--- config.mk ---
export PLATFORM = sky130hd
export DESIGN_NAME = morse_code_keyer
export DESIGN_NICKNAME = d
export VERILOG_FILES = /design/src/rtl/core/mck_pkg.sv /design/src/rtl/core/mck_front.sv /design/src/rtl/core/mck_fifo.sv /design/src/rtl/core/mck_back.sv /design/src/rtl/core/morse_code_keyer.sv
export SDC_FILE = /design/constraint.sdc
export NUM_CORES = 1
export LEC_CHECK = 0
export ABC_AREA = 0
export BUFFER_PORTS_ARGS = -buffer_cell sky130_fd_sc_hd__buf_2
export CAP_MARGIN = 40
export CELL_PAD_IN_SITES_DETAIL_PLACEMENT = 0
export CELL_PAD_IN_SITES_GLOBAL_PLACEMENT = 1
export CORE_MARGIN = 1.5
export CORE_UTILIZATION = 50
export DETAILED_ROUTE_END_ITERATION = 6
export HOLD_SLACK_MARGIN = 0.15
export PLACE_DENSITY = 0.89
export SKIP_CTS_REPAIR_TIMING = 1
export SYNTH_ARGS = -nofsm -noshare
export SYNTH_HDL_FRONTEND = slang
export SYNTH_HIERARCHICAL = 1
export SYNTH_SLANG_ARGS = --single-unit
--- constraint.sdc ---
create_clock -name clk_i -period 4.35 [get_ports clk_i]
set_input_delay 1.0875 -clock clk_i [delete_from_list [all_inputs] [get_ports clk_i]]
set_output_delay 1.0875 -clock clk_i [all_outputs]
set_load 0.02 [all_outputs]
--- src/rtl/core/mck_pkg.sv ---
// Shared types, constants and the character code table for the Morse keyer.
`default_nettype none
package mck_pkg;

  localparam int unsigned UNIT_TICKS_W     = 16;
  localparam int unsigned DURATION_W       = 19;
  localparam int unsigned PAT_W            = 7;
  localparam int unsigned LEN_W            = 3;
  localparam logic [UNIT_TICKS_W-1:0] UNIT_TICKS_RESET = 16'd200;
  localparam int unsigned FIFO_DEPTH       = 4;

  localparam logic KIND_LETTER   = 1'b0;
  localparam logic KIND_WORD_END = 1'b1;

  typedef struct packed {
    logic       kind;
    logic [7:0] char_code;
  } in_word_t;

  typedef struct packed {
    logic                  key_on;
    logic [DURATION_W-1:0] duration;
    logic                  last;
  } out_word_t;

  // Pattern is left aligned: symbol 0 at bit PAT_W-1, 1 = dash.
  typedef struct packed {
    logic             known;
    logic [LEN_W-1:0] len;
    logic [PAT_W-1:0] pat;
  } code_t;

  // Queue entry between front and back.
  typedef struct packed {
    logic             word_end;
    logic [LEN_W-1:0] len;
    logic [PAT_W-1:0] pat;
  } job_t;

  typedef struct packed {
    logic empty;
    logic full;
  } fifo_status_t;

  function automatic code_t code_lookup(input logic [7:0] ch);
    code_t c;
    c = '{known: 1'b1, len: 3'd0, pat: 7'b0};
    case (ch)
      8'h41: begin c.len = 3'd2; c.pat = 7'b0100000; end // A
      8'h42: begin c.len = 3'd4; c.pat = 7'b1000000; end // B
      8'h43: begin c.len = 3'd4; c.pat = 7'b1010000; end // C
      8'h44: begin c.len = 3'd3; c.pat = 7'b1000000; end // D
      8'h45: begin c.len = 3'd1; c.pat = 7'b0000000; end // E
      8'h46: begin c.len = 3'd4; c.pat = 7'b0010000; end // F
      8'h47: begin c.len = 3'd3; c.pat = 7'b1100000; end // G
      8'h48: begin c.len = 3'd4; c.pat = 7'b0000000; end // H
      8'h49: begin c.len = 3'd2; c.pat = 7'b0000000; end // I
      8'h4A: begin c.len = 3'd4; c.pat = 7'b0111000; end // J
      8'h4B: begin c.len = 3'd3; c.pat = 7'b1010000; end // K
      8'h4C: begin c.len = 3'd4; c.pat = 7'b0100000; end // L
      8'h4D: begin c.len = 3'd2; c.pat = 7'b1100000; end // M
      8'h4E: begin c.len = 3'd2; c.pat = 7'b1000000; end // N
      8'h4F: begin c.len = 3'd3; c.pat = 7'b1110000; end // O
      8'h50: begin c.len = 3'd4; c.pat = 7'b0110000; end // P
      8'h51: begin c.len = 3'd4; c.pat = 7'b1101000; end // Q
      8'h52: begin c.len = 3'd3; c.pat = 7'b0100000; end // R
      8'h53: begin c.len = 3'd3; c.pat = 7'b0000000; end // S
      8'h54: begin c.len = 3'd1; c.pat = 7'b1000000; end // T
      8'h55: begin c.len = 3'd3; c.pat = 7'b0010000; end // U
      8'h56: begin c.len = 3'd4; c.pat = 7'b0001000; end // V
      8'h57: begin c.len = 3'd3; c.pat = 7'b0110000; end // W
      8'h58: begin c.len = 3'd4; c.pat = 7'b1001000; end // X
      8'h59: begin c.len = 3'd4; c.pat = 7'b1011000; end // Y
      8'h5A: begin c.len = 3'd4; c.pat = 7'b1100000; end // Z
      8'h30: begin c.len = 3'd5; c.pat = 7'b1111100; end // 0
      8'h31: begin c.len = 3'd5; c.pat = 7'b0111100; end // 1
      8'h32: begin c.len = 3'd5; c.pat = 7'b0011100; end // 2
      8'h33: begin c.len = 3'd5; c.pat = 7'b0001100; end // 3
      8'h34: begin c.len = 3'd5; c.pat = 7'b0000100; end // 4
      8'h35: begin c.len = 3'd5; c.pat = 7'b0000000; end // 5
      8'h36: begin c.len = 3'd5; c.pat = 7'b1000000; end // 6
      8'h37: begin c.len = 3'd5; c.pat = 7'b1100000; end // 7
      8'h38: begin c.len = 3'd5; c.pat = 7'b1110000; end // 8
      8'h39: begin c.len = 3'd5; c.pat = 7'b1111000; end // 9
      8'h2E: begin c.len = 3'd6; c.pat = 7'b0101010; end // period
      8'h2C: begin c.len = 3'd6; c.pat = 7'b1100110; end // comma
      8'h3F: begin c.len = 3'd6; c.pat = 7'b0011000; end // question mark
      8'h27: begin c.len = 3'd6; c.pat = 7'b0111100; end // apostrophe
      8'h21: begin c.len = 3'd6; c.pat = 7'b1010110; end // exclamation
      8'h2F: begin c.len = 3'd5; c.pat = 7'b1001000; end // slash
      8'h28: begin c.len = 3'd5; c.pat = 7'b1011000; end // open paren
      8'h29: begin c.len = 3'd6; c.pat = 7'b1011010; end // close paren
      8'h26: begin c.len = 3'd5; c.pat = 7'b0100000; end // ampersand
      8'h3A: begin c.len = 3'd6; c.pat = 7'b1110000; end // colon
      8'h3B: begin c.len = 3'd6; c.pat = 7'b1010100; end // semicolon
      8'h3D: begin c.len = 3'd5; c.pat = 7'b1000100; end // equals
      8'h2B: begin c.len = 3'd5; c.pat = 7'b0101000; end // plus
      8'h2D: begin c.len = 3'd6; c.pat = 7'b1000010; end // hyphen
      8'h5F: begin c.len = 3'd6; c.pat = 7'b0011010; end // underscore
      8'h22: begin c.len = 3'd6; c.pat = 7'b0100100; end // double quote
      8'h24: begin c.len = 3'd7; c.pat = 7'b0001001; end // dollar
      8'h40: begin c.len = 3'd6; c.pat = 7'b0110100; end // at sign
      default: c.known = 1'b0;
    endcase
    return c;
  endfunction

endpackage
`default_nettype wire

--- src/rtl/core/mck_front.sv ---
// Front end: takes input words, looks up the code, queues known jobs.
`default_nettype none
module mck_front (
  input  wire                     in_valid_i,
  output logic                    in_stall_o,
  input  mck_pkg::in_word_t       in_word_i,
  input  mck_pkg::fifo_status_t   fifo_status_i,
  output logic                    push_o,
  output mck_pkg::job_t           push_job_o
);

  mck_pkg::code_t code;
  logic           accept;

  assign code       = mck_pkg::code_lookup(in_word_i.char_code);
  assign in_stall_o = fifo_status_i.full;
  assign accept     = in_valid_i && !fifo_status_i.full;

  // Unknown characters are consumed and dropped here.
  assign push_o = accept && ((in_word_i.kind == mck_pkg::KIND_WORD_END) || code.known);

  always_comb begin
    push_job_o.word_end = (in_word_i.kind == mck_pkg::KIND_WORD_END);
    push_job_o.len      = code.len;
    push_job_o.pat      = code.pat;
  end

endmodule
`default_nettype wire

--- src/rtl/core/mck_fifo.sv ---
// Short job queue between the front end and the segment sequencer.
`default_nettype none
module mck_fifo #(
  parameter int unsigned Depth = mck_pkg::FIFO_DEPTH
) (
  input  wire                     clk_i,
  input  wire                     rst_ni,
  input  wire                     push_i,
  input  mck_pkg::job_t           push_job_i,
  input  wire                     pop_i,
  output mck_pkg::job_t           head_o,
  output mck_pkg::fifo_status_t   status_o
);

  localparam int unsigned PtrW = $clog2(Depth);
  localparam int unsigned CntW = $clog2(Depth + 1);
  localparam logic [PtrW-1:0] PtrLast = PtrW'(Depth - 1);
  localparam logic [CntW-1:0] CntFull = CntW'(Depth);

  mck_pkg::job_t mem_q [Depth];
  logic [PtrW-1:0] wr_ptr_q, wr_ptr_d;
  logic [PtrW-1:0] rd_ptr_q, rd_ptr_d;
  logic [CntW-1:0] cnt_q, cnt_d;

  assign status_o.empty = (cnt_q == '0);
  assign status_o.full  = (cnt_q == CntFull);
  assign head_o         = mem_q[rd_ptr_q];

  always_comb begin
    wr_ptr_d = wr_ptr_q;
    rd_ptr_d = rd_ptr_q;
    cnt_d    = cnt_q;
    if (push_i) begin
      wr_ptr_d = (wr_ptr_q == PtrLast) ? '0 : wr_ptr_q + 1'b1;
    end
    if (pop_i) begin
      rd_ptr_d = (rd_ptr_q == PtrLast) ? '0 : rd_ptr_q + 1'b1;
    end
    case ({push_i, pop_i})
      2'b10:   cnt_d = cnt_q + 1'b1;
      2'b01:   cnt_d = cnt_q - 1'b1;
      default: cnt_d = cnt_q;
    endcase
  end

  always_ff @(posedge clk_i or negedge rst_ni) begin
    if (!rst_ni) begin
      wr_ptr_q <= '0;
      rd_ptr_q <= '0;
      cnt_q    <= '0;
    end else begin
      wr_ptr_q <= wr_ptr_d;
      rd_ptr_q <= rd_ptr_d;
      cnt_q    <= cnt_d;
    end
  end

  always_ff @(posedge clk_i) begin
    if (push_i) begin
      mem_q[wr_ptr_q] <= push_job_i;
    end
  end

endmodule
`default_nettype wire

--- src/rtl/core/mck_back.sv ---
// Back end: walks the head job symbol by symbol into registered segments.
`default_nettype none
module mck_back (
  input  wire                           clk_i,
  input  wire                           rst_ni,
  input  wire [mck_pkg::UNIT_TICKS_W-1:0] unit_ticks_i,
  input  mck_pkg::job_t                 head_i,
  input  mck_pkg::fifo_status_t         fifo_status_i,
  output logic                          pop_o,
  output logic                          out_valid_o,
  input  wire                           out_stall_i,
  output mck_pkg::out_word_t            out_word_o
);

  localparam int unsigned DW = mck_pkg::DURATION_W;

  typedef enum logic [2:0] {
    ST_MARK  = 3'b001,
    ST_SPACE = 3'b010,
    ST_CLOSE = 3'b100
  } seg_state_e;

  seg_state_e state_q, state_d;
  logic [mck_pkg::LEN_W-1:0] idx_q, idx_d;
  logic                      out_valid_q, out_valid_d;
  mck_pkg::out_word_t        out_word_q, out_word_d;

  logic          can_load;
  logic          fire;
  logic [DW-1:0] dur1, dur3, dur7;
  logic [mck_pkg::LEN_W-1:0] bit_sel;

  // Constant multiples by shift and add or subtract.
  assign dur1 = DW'(unit_ticks_i);
  assign dur3 = DW'({unit_ticks_i, 1'b0}) + dur1;
  assign dur7 = DW'({unit_ticks_i, 3'b000}) - dur1;

  assign bit_sel  = mck_pkg::LEN_W'(mck_pkg::PAT_W - 1) - idx_q;
  assign can_load = !out_valid_q || !out_stall_i;
  assign fire     = can_load && !fifo_status_i.empty;

  always_comb begin
    state_d     = state_q;
    idx_d       = idx_q;
    pop_o       = 1'b0;
    out_valid_d = out_valid_q;
    out_word_d  = out_word_q;
    if (can_load) begin
      out_valid_d = fire;
    end
    if (fire) begin
      if (head_i.word_end) begin
        out_word_d = '{key_on: 1'b0, duration: dur7, last: 1'b1};
        pop_o      = 1'b1;
      end else begin
        case (state_q)
          ST_MARK: begin
            out_word_d = '{key_on: 1'b1,
                           duration: head_i.pat[bit_sel] ? dur3 : dur1,
                           last: 1'b0};
            state_d = ST_SPACE;
          end
          ST_SPACE: begin
            out_word_d = '{key_on: 1'b0, duration: dur1, last: 1'b0};
            if (idx_q == head_i.len - 1'b1) begin
              state_d = ST_CLOSE;
            end else begin
              idx_d   = idx_q + 1'b1;
              state_d = ST_MARK;
            end
          end
          ST_CLOSE: begin
            out_word_d = '{key_on: 1'b0, duration: dur3, last: 1'b1};
            pop_o      = 1'b1;
            idx_d      = '0;
            state_d    = ST_MARK;
          end
          default: begin
            state_d = ST_MARK;
            idx_d   = '0;
          end
        endcase
      end
    end
  end

  always_ff @(posedge clk_i or negedge rst_ni) begin
    if (!rst_ni) begin
      state_q     <= ST_MARK;
      idx_q       <= '0;
      out_valid_q <= 1'b0;
    end else begin
      state_q     <= state_d;
      idx_q       <= idx_d;
      out_valid_q <= out_valid_d;
    end
  end

  always_ff @(posedge clk_i) begin
    out_word_q <= out_word_d;
  end

  assign out_valid_o = out_valid_q;
  assign out_word_o  = out_word_q;

endmodule
`default_nettype wire

--- src/rtl/core/morse_code_keyer.sv ---
// Top level of the Morse keyer: config register, front end, job queue, back end.
`default_nettype none
// Each input word is a letter (looked up in a 54-entry ITU table) or a word
// end. A letter of n symbols comes out as 2n+1 segments (mark, space per
// symbol, then a 3-unit letter gap marked last); a word end is one 7-unit
// off segment; unknown characters are consumed with no output. The segment
// sequencer emits one segment per cycle while the queue holds a job and the
// output is not stalled. A queue of FifoDepth jobs lets new words enter while
// earlier ones are still being keyed; the input stalls only when that queue is
// full. unit_ticks may be written only while the block is idle; durations are
// units times unit_ticks, 19 bits.
module morse_code_keyer #(
  parameter int unsigned FifoDepth = mck_pkg::FIFO_DEPTH
) (
  input  wire                             clk_i,
  input  wire                             rst_ni,
  input  wire                             cfg_we_i,
  input  wire [mck_pkg::UNIT_TICKS_W-1:0] cfg_data_i,
  input  wire                             in_valid_i,
  output logic                            in_stall_o,
  input  mck_pkg::in_word_t               in_word_i,
  output logic                            out_valid_o,
  input  wire                             out_stall_i,
  output mck_pkg::out_word_t              out_word_o
);

  logic [mck_pkg::UNIT_TICKS_W-1:0] unit_ticks_q;
  mck_pkg::fifo_status_t fifo_status;
  mck_pkg::job_t         push_job, head_job;
  logic                  push, pop;

  always_ff @(posedge clk_i or negedge rst_ni) begin
    if (!rst_ni) begin
      unit_ticks_q <= mck_pkg::UNIT_TICKS_RESET;
    end else if (cfg_we_i) begin
      unit_ticks_q <= cfg_data_i;
    end
  end

  mck_front u_front (
    .in_valid_i    (in_valid_i),
    .in_stall_o    (in_stall_o),
    .in_word_i     (in_word_i),
    .fifo_status_i (fifo_status),
    .push_o        (push),
    .push_job_o    (push_job)
  );

  mck_fifo #(
    .Depth (FifoDepth)
  ) u_fifo (
    .clk_i      (clk_i),
    .rst_ni     (rst_ni),
    .push_i     (push),
    .push_job_i (push_job),
    .pop_i      (pop),
    .head_o     (head_job),
    .status_o   (fifo_status)
  );

  mck_back u_back (
    .clk_i         (clk_i),
    .rst_ni        (rst_ni),
    .unit_ticks_i  (unit_ticks_q),
    .head_i        (head_job),
    .fifo_status_i (fifo_status),
    .pop_o         (pop),
    .out_valid_o   (out_valid_o),
    .out_stall_i   (out_stall_i),
    .out_word_o    (out_word_o)
  );

endmodule
`default_nettype wire

==> results.cfg <==
[timing]
drv_slew = 0
clock.fmax_mhz = 274
period_minus_slack_ns = 3.65
setup_viol = 0
fin_crit_sh = 0.838
tns_ns = 0
maxSlewHeadroom = 0.412
hold_ws_ns = 0.501
clock_skew_ns = 0.00893
finalHoldViolations = 0
rsz0062_at_grt = false
worstMarginPinSlew_ns = 0.882

[cts]
clk_path_buf_depth = 2
cts.sinks = 95
clk_pin_slew_ns = 0.07
htreeDepth = 3
cts_made_buffers = 9
worstSkewPairLatency_ns = 0.34
cts-root-buf = clkbuf_16
cts_tree = done

[power]
power.density_nw_per_um2 = 554
combPwrFrac = 0.468
clock_power_share = 0.186
power.net_switching_mw = 1.72
leakagePower_nw = 3.09
cell_internal_pwr_mw = 2.52
sw_frac_of_total = 0.406
pwr-share-seq = 0.346
ir_drop_v = 0.000241

[hold_path]
hp-class = reg2reg

[floorplan]
io_pins = 53
die_w_um = 121
fp-row-count = 42
fp.dieArea_um2 = 14700
core_area_um2 = 13400
fp.dieH_um = 121
start_util = 0.520

[global_route]
grt_pass1_vias = 5536
overflow = 0
grt_antenna_before_repair = 0
grt_max_degree = 44
grtUsageMet1 = 0.288
grt_pass1_wl_mm = 27.0
grt_util_all_layers = 0.235
grtUsageMet3 = 0.0362
grt_busiest_layer = met2
grt_use_met2 = 0.415

[drt]
detail-route-antenna-nets = 0
drt_pass1_iterations = 5
routed_via_density = 6.07
drc = 0
via_count = 5562
wl_mm = 16.4
wl_per_cell_um = 17.9
drt-initial-drc-count = 390

[logic_synthesis]
syn_avg_cell_area_um2 = 10.0
ys.flop_type = edfxtp_1
seq_area_frac_synth = 0.389
async_reset_ff_frac = 0.316
synth_seq_cells = 95
synth_edf_count = 65
synth_cell_types = 83
syn_inst = 697
syn-cell-area_um2 = 6970
syn-num-nets = 770
ys_warn_count = 6

[critical_path]
slowest_stage = or4b_1
crit_path_max_incr_delay_ns = 0.68
path_class = in2reg
crit_buf_inv = 3
cp.arrival_ns = 3.89
critPathCaptureType = flip-flop
cp_max_fo = 21
required_ns = 4.60
startpoint_type = primary input
crit_family = simple AND/OR/NAND/NOR gates
cp_common_cell = inv_1
cp_cell_sequence = buf_2 > or4b_1 > nor2_1 > o2bb2ai_1 > a221oi_1 > a311oi_2 > inv_1 > ha_1 > inv_1 > fa_1 > mux2i_1

[layout]
fill_cells = 1146
design_area_um2 = 7660
final_nets = 808
drive_above_1_share = 0.186
antennaDiodeCount = 0
syn_to_final_growth_pct = 9.93

[placed_design]
portBuffers = 52
dp_hpwl_mm = 11.9
detailed_place.area_um2 = 7360
routabilityCongestion = 0.984

[flow_run]
max_cap_viol_count = 0

[run_status]
status = finished clean
==> metal layers <==
metal,vias to the layer above,wire (um)
met5,-,0
met3,35,852
met1,2660,6920
li1,2696,-
met4,0,460
met2,171,8150
==> state kept, by name, summed over array words and instances, names as in the netlist <==
name / cells
u_back/idx_q: 3
u_back/out_valid_o: 1
u_back/out_word_o: 21
u_back/state_q: 3
u_fifo/cnt_q: 3
u_fifo/mem_q: 44
u_fifo/rd_ptr_q: 2
u_fifo/wr_ptr_q: 2
unit_ticks_q: 16
==> final cells by class <==
| class | count | area [um^2] | area share |
|---|---|---|---|
| multi-input combinational | 519 | 3870 | 0.505 |
| sequential | 95 | 2710 | 0.354 |
| timing repair buffer | 73 | 425 | 0.0555 |
| clock buffer | 9 | 225 | 0.0294 |
| tap | 176 | 220 | 0.0288 |
| inverter | 37 | 139 | 0.0181 |
| clock inverter | 7 | 72.6 | 0.00948 |
==> cell usage in the layout, fill, tap and decap left out, types with 20 or more instances in the layout <==
cell type,n
nor2_1,42
o21ai_0,52
buf_4,20
buf_2,52
edfxtp_1,65
a21oi_1,52
xnor2_1,23
nand2_1,45
inv_1,36
ha_1,41
dfrtp_1,26
==> power groups by stage <==
stage	Combinational, mW	Clock (mW)	Sequential [mW]
after global routing	2.21	0.845	1.50
after floorplan	1.47	0	1.54
after detailed placement	1.97	0	1.49
after global placement	1.90	0	1.48
final	1.99	0.790	1.47
after CTS	1.99	0.811	1.47
==> stage by stage <==
stage	instances	worst slack (ns)	power [mW]	util
after floorplan	697	0.616	3.01	-
after global placement	899	0.502	3.38	0.548
after detailed placement	900	0.447	3.46	0.549
after CTS	916	0.798	4.27	0.572
after global routing	916	0.544	4.55	0.572
final	916	0.705	4.25	0.572
==> cells in the mapped netlist, drive strengths merged (5+ instances only) <==
cell type / count / area share
nor2b: 11 / 0.0099
o22ai: 9 / 0.0081
clkbuf: 23 / 0.012
nand3: 12 / 0.0086
xor2: 12 / 0.015
or3: 6 / 0.0054
mux2i: 7 / 0.010
mux2: 19 / 0.036
o21a: 7 / 0.0075
a31oi: 9 / 0.0081
xnor2: 23 / 0.029
a21oi: 52 / 0.037
o31ai: 5 / 0.0054
mux4: 12 / 0.040
a211oi: 7 / 0.0083
a21o: 9 / 0.0097
buf: 23 / 0.024
dfrtp: 26 / 0.093
and2: 7 / 0.0063
nor3: 16 / 0.011
a22oi: 8 / 0.010
inv: 36 / 0.019
nor3b: 6 / 0.0072
nand2: 45 / 0.024
nand2b: 14 / 0.013
o21ai: 53 / 0.038
nor2: 42 / 0.023
edfxtp: 65 / 0.28
o211ai: 8 / 0.0086
ha: 41 / 0.074
==> worst paths after layout <==
check / startpoint / endpoint / slack [ns] / cells after the start
max: in_word_i[4] / u_fifo/cnt_q[1] / 0.70 / 11
min: u_fifo/cnt_q[2] / u_fifo/cnt_q[2] / 0.50 / 1
max reg2reg: u_fifo/rd_ptr_q[0] / u_back/out_word_o[3] / 1.08 / 9
min reg2reg: u_fifo/cnt_q[2] / u_fifo/cnt_q[2] / 0.50 / 1
max in group asynchronous: rst_ni / unit_ticks_q[0] / 3.09 / 1
min in group asynchronous: rst_ni / unit_ticks_q[10] / 0.79 / 1
==> cell families (layout without fill, tap and decap cells) <==
logic type,count (synthesis),after routing,synth area share
AOI/OAI and AO/OA,207,207,0.195
and+or+nand+nor,196,196,0.151
DFF,95,95,0.389
buffers and inverters,83,126,0.0560
adders and majority gates,43,43,0.0794
muxes,38,38,0.0866
xor gates and xnor gates,35,35,0.0440
Power figures use the tool's default switching activity.
